==> src/sv/nfi_pkg.sv <==
// shared constants and types of the flit injector
package nfi_pkg;

   localparam int QUEUE_DEPTH = 16;
   localparam int NUM_VCS     = 4;
   localparam int MAX_FLITS   = 63;
   localparam int IDX_W       = $clog2(QUEUE_DEPTH);
   localparam int OCC_W       = $clog2(QUEUE_DEPTH + 1);
   localparam int CH_W        = 2;
   localparam int LEN_W       = 6;
   localparam int PADDR_W     = 3;

   localparam logic CMD_PUSH = 1'b0;
   localparam logic CMD_TICK = 1'b1;

   localparam logic [1:0] ST_NONE  = 2'd0;
   localparam logic [1:0] ST_SENT  = 2'd1;
   localparam logic [1:0] ST_STALL = 2'd2;
   localparam logic [1:0] ST_DROP  = 2'd3;

   localparam logic [1:0] FK_HEAD = 2'd0;
   localparam logic [1:0] FK_BODY = 2'd1;
   localparam logic [1:0] FK_TAIL = 2'd2;

   localparam logic REG_INJ_DIS = 1'b0;

   typedef struct packed {
      logic [7:0]        source;
      logic [7:0]        dest;
      logic [CH_W-1:0]   channel;
      logic [LEN_W-1:0]  len;
      logic [31:0]       stamp;
      logic [2:0]        pkind;
      logic signed [31:0] word;
   } entry_type;

   typedef struct packed {
      logic load;
      logic shift;
   } cell_ctl_type;

endpackage

==> src/sv/noc_packet_to_flit_injector_core.sv <==
// top level of the flit injector: packet queue as a row of cells, flit cutter
// Usage:
//   A command beat is taken at a clock edge with start high and busy low.
//   busy stays low, so a beat may be given in every cycle. req_cmd selects
//   a push (packet into the queue) or a tick (one transmit attempt).
//   Every beat gives exactly one result beat, shown on the rsp_ ports with
//   rsp_valid high for one cycle, in the cycle after the command was taken.
//   Throughput is one beat per cycle: the head packet always sits in cell 0
//   of the row, and a pop moves every cell down by one in the same edge.
//   The receiver cannot hold results off; each result is there one cycle.
//   Reset (synchronous) empties the queue, clears the flit count, the request
//   level and the injection-disabled register; queue cells keep stale data,
//   which is never read at unoccupied slots. pready is always high. The
//   APB-style port holds one register at address 0, injection_disabled, which
//   the user writes only while no command is in flight, unenforced by the block.
module noc_packet_to_flit_injector_core (
   input  logic                              clock,
   input  logic                              reset,
   input  logic                              start,
   output logic                              busy,
   input  logic                              req_cmd,
   input  logic [7:0]                        req_source_node,
   input  logic [7:0]                        req_dest_node,
   input  logic [nfi_pkg::CH_W-1:0]          req_channel,
   input  logic [31:0]                       req_birth_time,
   input  logic [nfi_pkg::LEN_W-1:0]         req_length_flits,
   input  logic [2:0]                        req_kind,
   input  logic signed [31:0]                req_word,
   input  logic                              req_ack_level,
   input  logic [nfi_pkg::NUM_VCS-1:0]       req_full_mask,
   input  logic [31:0]                       req_cycle_now,
   output logic                              rsp_valid,
   output logic [1:0]                        rsp_status,
   output logic [7:0]                        rsp_flit_source,
   output logic [7:0]                        rsp_flit_dest,
   output logic [nfi_pkg::CH_W-1:0]          rsp_flit_channel,
   output logic [31:0]                       rsp_flit_time,
   output logic [nfi_pkg::LEN_W-1:0]         rsp_seq_index,
   output logic [nfi_pkg::LEN_W-1:0]         rsp_seq_total,
   output logic [1:0]                        rsp_flit_kind,
   output logic [2:0]                        rsp_flit_payload_kind,
   output logic signed [31:0]                rsp_flit_payload_word,
   output logic                              rsp_req_level,
   output logic [31:0]                       rsp_latency,
   input  logic                              psel,
   input  logic                              penable,
   input  logic                              pwrite,
   input  logic [nfi_pkg::PADDR_W-1:0]       paddr,
   input  logic [31:0]                       pwdata,
   output logic [31:0]                       prdata,
   output logic                              pready
);

   localparam int DEPTH = nfi_pkg::QUEUE_DEPTH;
   localparam int IDX_W = nfi_pkg::IDX_W;
   localparam int OCC_W = nfi_pkg::OCC_W;
   localparam int LEN_W = nfi_pkg::LEN_W;
   localparam int CH_W  = nfi_pkg::CH_W;

   logic [OCC_W-1:0] occ_ff, occ_in;
   logic [LEN_W-1:0] rem_ff, rem_in;
   logic             level_ff, level_in;
   logic             dis_ff, dis_in;
   logic             valid_ff;

   logic [1:0]        status_ff, status_in;
   logic [7:0]        fsrc_ff, fsrc_in;
   logic [7:0]        fdst_ff, fdst_in;
   logic [CH_W-1:0]   fch_ff, fch_in;
   logic [31:0]       ftime_ff, ftime_in;
   logic [LEN_W-1:0]  sidx_ff, sidx_in;
   logic [LEN_W-1:0]  stot_ff, stot_in;
   logic [1:0]        fkind_ff, fkind_in;
   logic [2:0]        pkind_ff, pkind_in;
   logic signed [31:0] pword_ff, pword_in;
   logic [31:0]       lat_ff, lat_in;

   logic                  accept;
   logic                  push_ok;
   logic                  pop;
   logic [LEN_W-1:0]      rem_cur;
   logic [LEN_W-1:0]      push_len;
   nfi_pkg::entry_type    new_entry;
   nfi_pkg::entry_type    cells [DEPTH];
   nfi_pkg::cell_ctl_type ctl [DEPTH];

   assign busy   = 1'b0;
   assign accept = start && !busy;
   assign pready = 1'b1;

   // config register
   always_comb begin
      dis_in = dis_ff;
      if (psel && penable && pwrite && pready && (paddr[2] == nfi_pkg::REG_INJ_DIS)) begin
         dis_in = pwdata[0];
      end
   end
   assign prdata = (paddr[2] == nfi_pkg::REG_INJ_DIS) ? {31'b0, dis_ff} : 32'b0;

   // clamp and fold the pushed route fields
   always_comb begin
      push_len = req_length_flits;
      if (push_len == '0) begin
         push_len = LEN_W'(1);
      end else if (32'(push_len) > nfi_pkg::MAX_FLITS) begin
         push_len = LEN_W'(nfi_pkg::MAX_FLITS);
      end
      new_entry.source  = req_source_node;
      new_entry.dest    = req_dest_node;
      new_entry.channel = CH_W'(32'(req_channel) % nfi_pkg::NUM_VCS);
      new_entry.len     = push_len;
      new_entry.stamp   = req_birth_time;
      new_entry.pkind   = req_kind;
      new_entry.word    = req_word;
   end

   always_comb begin
      occ_in    = occ_ff;
      rem_in    = rem_ff;
      level_in  = level_ff;
      push_ok   = 1'b0;
      pop       = 1'b0;
      rem_cur   = '0;
      status_in = nfi_pkg::ST_NONE;
      fsrc_in   = '0;
      fdst_in   = '0;
      fch_in    = '0;
      ftime_in  = '0;
      sidx_in   = '0;
      stot_in   = '0;
      fkind_in  = nfi_pkg::FK_HEAD;
      pkind_in  = '0;
      pword_in  = '0;
      lat_in    = '0;
      if (accept) begin
         if (req_cmd == nfi_pkg::CMD_PUSH) begin
            if (32'(occ_ff) >= DEPTH) begin
               status_in = nfi_pkg::ST_DROP;
            end else begin
               push_ok = 1'b1;
               occ_in  = occ_ff + OCC_W'(1);
            end
         end else begin
            // unstarted head while disabled: drop the whole queue first
            if ((occ_ff != '0) && (rem_ff == '0) && dis_ff) begin
               occ_in = '0;
               rem_in = '0;
            end
            if ((occ_in != '0) && (req_ack_level == level_ff)) begin
               if (req_full_mask[cells[0].channel]) begin
                  status_in = nfi_pkg::ST_STALL;
                  fch_in    = cells[0].channel;
               end else begin
                  rem_cur   = (rem_ff == '0) ? cells[0].len : rem_ff;
                  status_in = nfi_pkg::ST_SENT;
                  fsrc_in   = cells[0].source;
                  fdst_in   = cells[0].dest;
                  fch_in    = cells[0].channel;
                  ftime_in  = cells[0].stamp;
                  sidx_in   = cells[0].len - rem_cur;
                  stot_in   = cells[0].len;
                  pkind_in  = cells[0].pkind;
                  pword_in  = cells[0].word;
                  lat_in    = req_cycle_now - cells[0].stamp;
                  if (rem_cur == cells[0].len) begin
                     fkind_in = nfi_pkg::FK_HEAD;
                  end else if (rem_cur == LEN_W'(1)) begin
                     fkind_in = nfi_pkg::FK_TAIL;
                  end else begin
                     fkind_in = nfi_pkg::FK_BODY;
                  end
                  level_in = !level_ff;
                  if (rem_cur == LEN_W'(1)) begin
                     pop    = 1'b1;
                     rem_in = '0;
                     occ_in = dis_ff ? '0 : (occ_ff - OCC_W'(1));
                  end else begin
                     rem_in = rem_cur - LEN_W'(1);
                  end
               end
            end
         end
      end
   end

   // row of queue cells, head in cell 0
   for (genvar i = 0; i < DEPTH; i++) begin : g_cell
      assign ctl[i].load  = push_ok && (occ_ff[IDX_W-1:0] == IDX_W'(i));
      assign ctl[i].shift = pop;
      if (i == DEPTH - 1) begin : g_last
         nfi_cell u_cell (
            .clock     (clock),
            .ctl       (ctl[i]),
            .load_data (new_entry),
            .next_data (cells[i]),
            .data      (cells[i])
         );
      end else begin : g_mid
         nfi_cell u_cell (
            .clock     (clock),
            .ctl       (ctl[i]),
            .load_data (new_entry),
            .next_data (cells[i+1]),
            .data      (cells[i])
         );
      end
   end

   always_ff @(posedge clock) begin
      if (reset) begin
         occ_ff   <= '0;
         rem_ff   <= '0;
         level_ff <= 1'b0;
         dis_ff   <= 1'b0;
         valid_ff <= 1'b0;
      end else begin
         occ_ff   <= occ_in;
         rem_ff   <= rem_in;
         level_ff <= level_in;
         dis_ff   <= dis_in;
         valid_ff <= accept;
      end
   end

   always_ff @(posedge clock) begin
      status_ff <= status_in;
      fsrc_ff   <= fsrc_in;
      fdst_ff   <= fdst_in;
      fch_ff    <= fch_in;
      ftime_ff  <= ftime_in;
      sidx_ff   <= sidx_in;
      stot_ff   <= stot_in;
      fkind_ff  <= fkind_in;
      pkind_ff  <= pkind_in;
      pword_ff  <= pword_in;
      lat_ff    <= lat_in;
   end

   assign rsp_valid             = valid_ff;
   assign rsp_status            = status_ff;
   assign rsp_flit_source       = fsrc_ff;
   assign rsp_flit_dest         = fdst_ff;
   assign rsp_flit_channel      = fch_ff;
   assign rsp_flit_time         = ftime_ff;
   assign rsp_seq_index         = sidx_ff;
   assign rsp_seq_total         = stot_ff;
   assign rsp_flit_kind         = fkind_ff;
   assign rsp_flit_payload_kind = pkind_ff;
   assign rsp_flit_payload_word = pword_ff;
   assign rsp_req_level         = level_ff;
   assign rsp_latency           = lat_ff;

endmodule

==> src/sv/nfi_cell.sv <==
// one queue slot: loads a new packet or takes its upper neighbor on a pop
module nfi_cell (
   input  logic                  clock,
   input  nfi_pkg::cell_ctl_type ctl,
   input  nfi_pkg::entry_type    load_data,
   input  nfi_pkg::entry_type    next_data,
   output nfi_pkg::entry_type    data
);

   nfi_pkg::entry_type data_ff;
   nfi_pkg::entry_type data_in;

   always_comb begin
      data_in = data_ff;
      if (ctl.load) begin
         data_in = load_data;
      end else if (ctl.shift) begin
         data_in = next_data;
      end
   end

   always_ff @(posedge clock) begin
      data_ff <= data_in;
   end

   assign data = data_ff;

endmodule

==> config.mk <==
export PLATFORM = sky130hd
export DESIGN_NAME = noc_packet_to_flit_injector_core
export DESIGN_NICKNAME = d
export VERILOG_FILES = /design/src/sv/nfi_pkg.sv /design/src/sv/noc_packet_to_flit_injector_core.sv /design/src/sv/nfi_cell.sv
export SDC_FILE = /design/constraint.sdc
export NUM_CORES = 2
export LEC_CHECK = 0
export BUFFER_PORTS_ARGS = -buffer_cell sky130_fd_sc_hd__buf_2
export CAP_MARGIN = 10
export CORE_ASPECT_RATIO = 0.7
export CORE_MARGIN = 3
export CORE_UTILIZATION = 41
export CTS_CLUSTER_DIAMETER = 120
export CTS_CLUSTER_SIZE = 25
export DETAILED_ROUTE_END_ITERATION = 10
export RECOVER_POWER = 100
export SYNTH_ARGS = -nofsm -noshare
export SYNTH_HDL_FRONTEND = slang
export SYNTH_SLANG_ARGS = --single-unit
export TNS_END_PERCENT = 100
==> constraint.sdc <==
create_clock -name clock -period 7.6 [get_ports clock]
set_clock_uncertainty 0.15 [all_clocks]
set_input_delay 1.52 -clock clock [delete_from_list [all_inputs] [get_ports clock]]
set_output_delay 1.52 -clock clock [all_outputs]
set_load 0.1 [all_outputs]
== Word level (Yosys, flattened, before mapping) ==
Index checks and enable logic that the tools add are counted.

* Add/sub/neg operators: 5
* Magnitude comparators: 2
* Bitwise gates (word level): 5
* Equal/unequal tests: 19
* Mux-type cells: 61
* Reduce and logical (&&, ||, !) cells: 49

{| class="wikitable"
|+ Operators by type and width
! cell !! count
|-
| two-way mux 91 bit || 30
|-
| two-way mux 5 bit || 9
|-
| two-way mux 6 bit || 6
|-
| == test 4 bit, second input constant || 8
|-
| subtractor 32 bit || 1
|-
| nonzero test 2 bit || 15
|-
| logical AND 1 bit || 22
|-
| == test 4 x 3 -> 1 bit, second input constant || 4
|-
| zero test 6 bit || 2
|-
| two-way mux 1 bit || 10
|-
| two-way mux 2 bit || 5
|-
| nonzero test 5 bit || 2
|-
| == test 4 x 2 -> 1 bit, second input constant || 2
|-
| == test 6 x 1 -> 1 bit, second input constant || 1
|-
| == test 6 bit || 1
|-
| subtractor 6 x 1 -> 6 bit, second input constant || 1
|-
| subtractor 6 bit || 1
|-
| adder 5 x 1 -> 5 bit, second input constant || 1
|-
| greater-or-equal comparator 5 bit, second input constant || 1
|-
| inverter 1 bit || 5
|-
| OR reduction 5 bit || 1
|-
| subtractor 5 x 1 -> 5 bit, second input constant || 1
|-
| == test 4 x 1 -> 1 bit, second input constant || 1
|-
| zero test 4 bit || 1
|-
| 9 further kinds || 10
|}

* Bits in registers: 1603
* Bits of input ports: 170
* Word-level logic and storage cells: 269

== Longest topological paths before layout ==
* Depth after elaboration: 13
* Depth in mapped cells: 12
* Mapped depth without buffers: 12

== Hierarchy ==
From an unflattened synthesis, not the netlist that was laid out.

* Cell total of the unflattened synthesis: 3891
* Area total of the unflattened synthesis: 74933.1 sq um

{| class="wikitable"
|+ By module, submodules not included
! module !! cells an instance !! area an instance (sq um) !! sequential area each (sq um) !! times used
|-
| nfi_cell || 193 || 4231.6 || 2732.6 || 16
|-
| noc_packet_to_flit_injector_core || 803 || 7228.2 || 2942.8 || 1
|}

== Worst setup path after synthesis ==
OpenSTA, ideal clock, no wires.

* Path type: input-to-reg
* Start: input port req_cmd
* End: register g_cell[15].g_last.u_cell.data_ff, in the netlist g_cell[15].g_last.u_cell.data[0] (enable)
* Buffers on the path: 0
* Cell stages on the path: 3
* Setup slack: 0.809 ns
* Arrival time: 6.090 ns
* Setup time: 0.551 ns
* Path through: nand2b_1 > nor3b_1 > nor2b_1

{| class="wikitable"
|+ RTL lines
! what !! line !! source
|-
| start: declaration || noc_packet_to_flit_injector_core.sv:21 || <nowiki>input logic req_cmd,</nowiki>
|-
| end signal: assignment || nfi_cell.sv:23 || <nowiki>data_ff <= data_in;</nowiki>
|-
| end: declaration || nfi_cell.sv:10 || <nowiki>nfi_pkg::entry_type data_ff;</nowiki>
|}

==> metrics.md <==
| Metric | Value |
|---|---|
| CTS Buffer Depth | `3` |
| Clock-pin slew on the worst setup and hold paths | `100 ps` |
| Post-synth EDFFs | `1456` |
| Drt initial violations | `about 2.4k` |
| Die ar. | `168400 sq um` |
| Die span in x | `489.2 um` |
| Post-synth top area share | `65.24%` |
| GP Congestion | `0.8017` |
| Placed insts | `6062` |
| Top_reg_cell synth | `edfxtp_1` |
| Cell taking the most area after synthesis | `edfxtp_1` |
| DRC violations left | `0` |
| Maxcap violations | `15` |
| Die height | `approximately 340 um` |
| Clock share of power | `approximately a third` |
| PwrDens | `205.3 nW/um^2` |
| Status | `complete, but fails checks` |
| Synth area leaders | `edfxtp_1 (65%), mux2_2 (23%), dfxtp_1 (4.4%)` |
| Finished Core Util | `44.70%` |
| Worst-path fanout max | `40` |
| CP startpoint kind | `input port` |
| Vias per inst | `5.347` |
| Slew Viols, Final | `569` |
| Clock sink count | `approximately 1.6k` |
| FF-to-FF setup slack | `1930 ps` |
| Synthesis warning total | `0` |
| Synthesized cell area | `between 60000 and 70000 sq um` |
| Worst Max-Slew Pin Slew | `3456 ps` |
| Fin Setup TNS | `0 ps` |
| Number of distinct library cells after synthesis | `64` |
| Post-cts sizing count | `0` |
| Starting Density | `between 40% and 50%` |
| Synth Register Bits | `1603` |
| Most frequent cell after synthesis | `edfxtp_1` |
| Ys async rst share | `0%` |
| # IOs | `339` |
| FP Rows | `around 120` |
| Cells after Synth | `3888` |
| Sw power | `3227 uW` |
| Final setup fails | `0` |
| Worst Path Required | `7910 ps` |
| Final HPWL DP | `around 89000 um` |
| Net Sw Frac | `21.76%` |
| Setup CP Type | `input port to flop` |
| Slew headroom | `-130.4%` |
| Fmax | `174.1 MHz` |
| Via count | `33.19k` |
| First-pass GRT wire length | `between 200000 and 250000 um` |
| Initial antenna violation count | `17` |
| Share of layout cells above drive strength 1 | `37.21%` |
| Min-Delay Path Class | `flop to flop` |
| CTS tree | `built` |
| Commonest cells in the synthesized netlist | `edfxtp_1 (1456), mux2_2 (1350), clkbuf_1 (180)` |
| CORE AREA | `161600 sq um` |
| Worst IR Drop VDD | `between 0.15 and 0.2 mV` |
| Seq/Total Area, Yosys | `a little under 70%` |
| Overflow after GRT | `0` |
| RSZ-0062 raised after global routing | `no` |
| Cell-internal power | `11600 uW` |
| Violated checks | `max-capacitance violations, max-slew violations` |
| Sequential share of power | `~64%` |
| Skew-Pair Late Insertion Delay | `730 ps` |
| Crit path DAT | `slightly above 6000 ps` |
| Pre-Repair DR Iteration Count | `5` |
| Clock root cell | `clkbuf_16` |
| Mean post-synth cell area | `17.24 sq um` |
| CTS HTree Levels | `3` |
| Period minus WS final | `5745 ps` |
| Final wirelength | `roughly 150000 um` |
| Area Overhead vs Synth | `7.776%` |
| Combinational Power Share | `3.9%` |
| Routed wire length per instance | `24.70 um` |
| Pin count of the biggest net entering global routing | `76` |
| Gr usage total | `18.01%` |
| Post-DRT Antenna Nets | `0` |
| Leakage power | `approximately 0.024 uW` |
| I/O Buffers | `around 270` |
| Cts hold-fix bufs | `0` |
| Postcts setup bufs | `0` |
| Vias in the first global route | `~33k` |
| Layout Nets | `between 4k and 5k` |
| Non-filler cells in the finished layout | `between 6k and 7k` |
| Hold Vio Cnt, Final | `0` |
| Cts bufs inserted | `74` |
| Crit share post-route | `75.59%` |
| Crit end category | `flop` |
==> final cells by class <==
cell class | count | area, sq um
Antenna cell | 7 | 17.52
Clock inverter | 8 | 90.09
Inverter | 46 | 172.7
Tap cell | 2125 | 2659
Clock buffer | 129 | 2101
Fill cell | 14290 | 89370
Multi-Input combinational cell | 1962 | 18990
Timing Repair Buffer | 326 | 1530
Sequential cell | 1603 | 46660
==> stage by stage <==
stage | hold WS, ps | total power [uW] | instance area [sq um] | setup WS (ps)
floorplan | 270.3 | 10150 | 67130 | 808.7
global route | 316.0 | 15330 | 72220 | 1553
CTS | 300.2 | 15040 | 72680 | 3188
finish | 294.8 | 14830 | 72230 | 1855
global placement | 274.9 | 10350 | 70490 | 2387
detailed placement | 275.2 | 10350 | 70490 | 2382
==> power by group through the flow <==
stage,combinational [uW],sequential (uW),clock [uW]
floorplan,368,9780,0
global placement,603,9740,0
detailed placement,602,9740,0
CTS,605,9540,4890
global route,638,9550,5150
finish,585,9540,4700
==> placed cells by master (no fill, tap or decap), types with 5 or more instances in the layout <==
cell       netlist  routed
nand4_1          9       9
xor2_1          18      18
and3_1           7       7
buf_4           33      35
a211oi_1         7       7
ha_1            43      43
inv_1           46      46
conb_1           2      33
clkbuf_2         0       5
mux2_2        1350    1316
a21oi_1         48      48
nor4_1           3       5
dfxtp_1        147     147
nor2b_1         19      19
nand2_1         81      64
and2_0           0      30
clkbuf_1       180     288
nor3_1          28      29
nand2_4          0      17
a21o_1          10      10
nand2b_1        11       8
edfxtp_1      1456    1456
clkbuf_16        0      76
nor2_1         101     101
xnor2_1         14      14
diode_2          0       7
buf_12           0       7
a22oi_1          5       5
o21a_1           8       8
o21ai_0         44      45
buf_2           88      44
and2_1          62      32
nand3_1         11      11
mux2_1           0      34
==> routing by layer <==
metal  up-vias  wire [um]  global-route usage (%)
met1     17320      73840                   26.75
met5         -         81                       0
met3       152       8316                   3.315
met2       714      68620                   27.96
met4        12       2453                   3.113
li1      14990          -                       -
==> path summary, 6_finish.rpt <==
check,startpoint,endpoint,depth (start not counted)
worst max-delay path,req_cmd,g_cell[5].g_mid.u_cell.data[28]$_DFFE_PP_,7
worst min-delay path,g_cell[0].g_mid.u_cell.data[81]$_DFFE_PP_,rsp_flit_dest[6]$_SDFF_PP0_,1
worst max register to register,occ_ff[0]$_SDFFE_PP0P_,g_cell[14].g_mid.u_cell.data[14]$_DFFE_PP_,10
worst min register to register,g_cell[0].g_mid.u_cell.data[81]$_DFFE_PP_,rsp_flit_dest[6]$_SDFF_PP0_,1
==> sequential cells by signal, indices dropped and copies added (netlist names) <==
signal / count
rsp_seq_index: 6
rem_ff: 6
rsp_flit_source: 8
g_cell.g_mid.u_cell.data: 1365
rsp_flit_payload_kind: 3
rsp_flit_dest: 8
g_cell.g_last.u_cell.data: 91
rsp_flit_payload_word: 32
dis_ff: 1
rsp_seq_total: 6
rsp_flit_kind: 2
rsp_valid: 1
rsp_req_level: 1
rsp_latency: 32
rsp_flit_time: 32
occ_ff: 5
rsp_flit_channel: 2
rsp_status: 2
==> worst max-delay path: stages <==
cell	delay [ps]
clkbuf_1	500
nor3b_1	130
and2_0	290
nand2_1	1260
buf_4	660
clkbuf_2	1170
mux2_2	430
==> cell families (layout without fill, tap and decap cells) <==
group           after synthesis  after routing  synth area share (%)
other cells                   2             40               0.01121
compound gates              153            153                 1.404
xor+xnor                     32             32                0.4182
mux                        1352           1352                 22.73
flops                      1603           1603                 69.63
simple gates                347            347                 2.595
buf+inv                     354            509                 2.343
fa+ha+maj                    45             45                0.8626
Power figures use the tool's default switching activity.
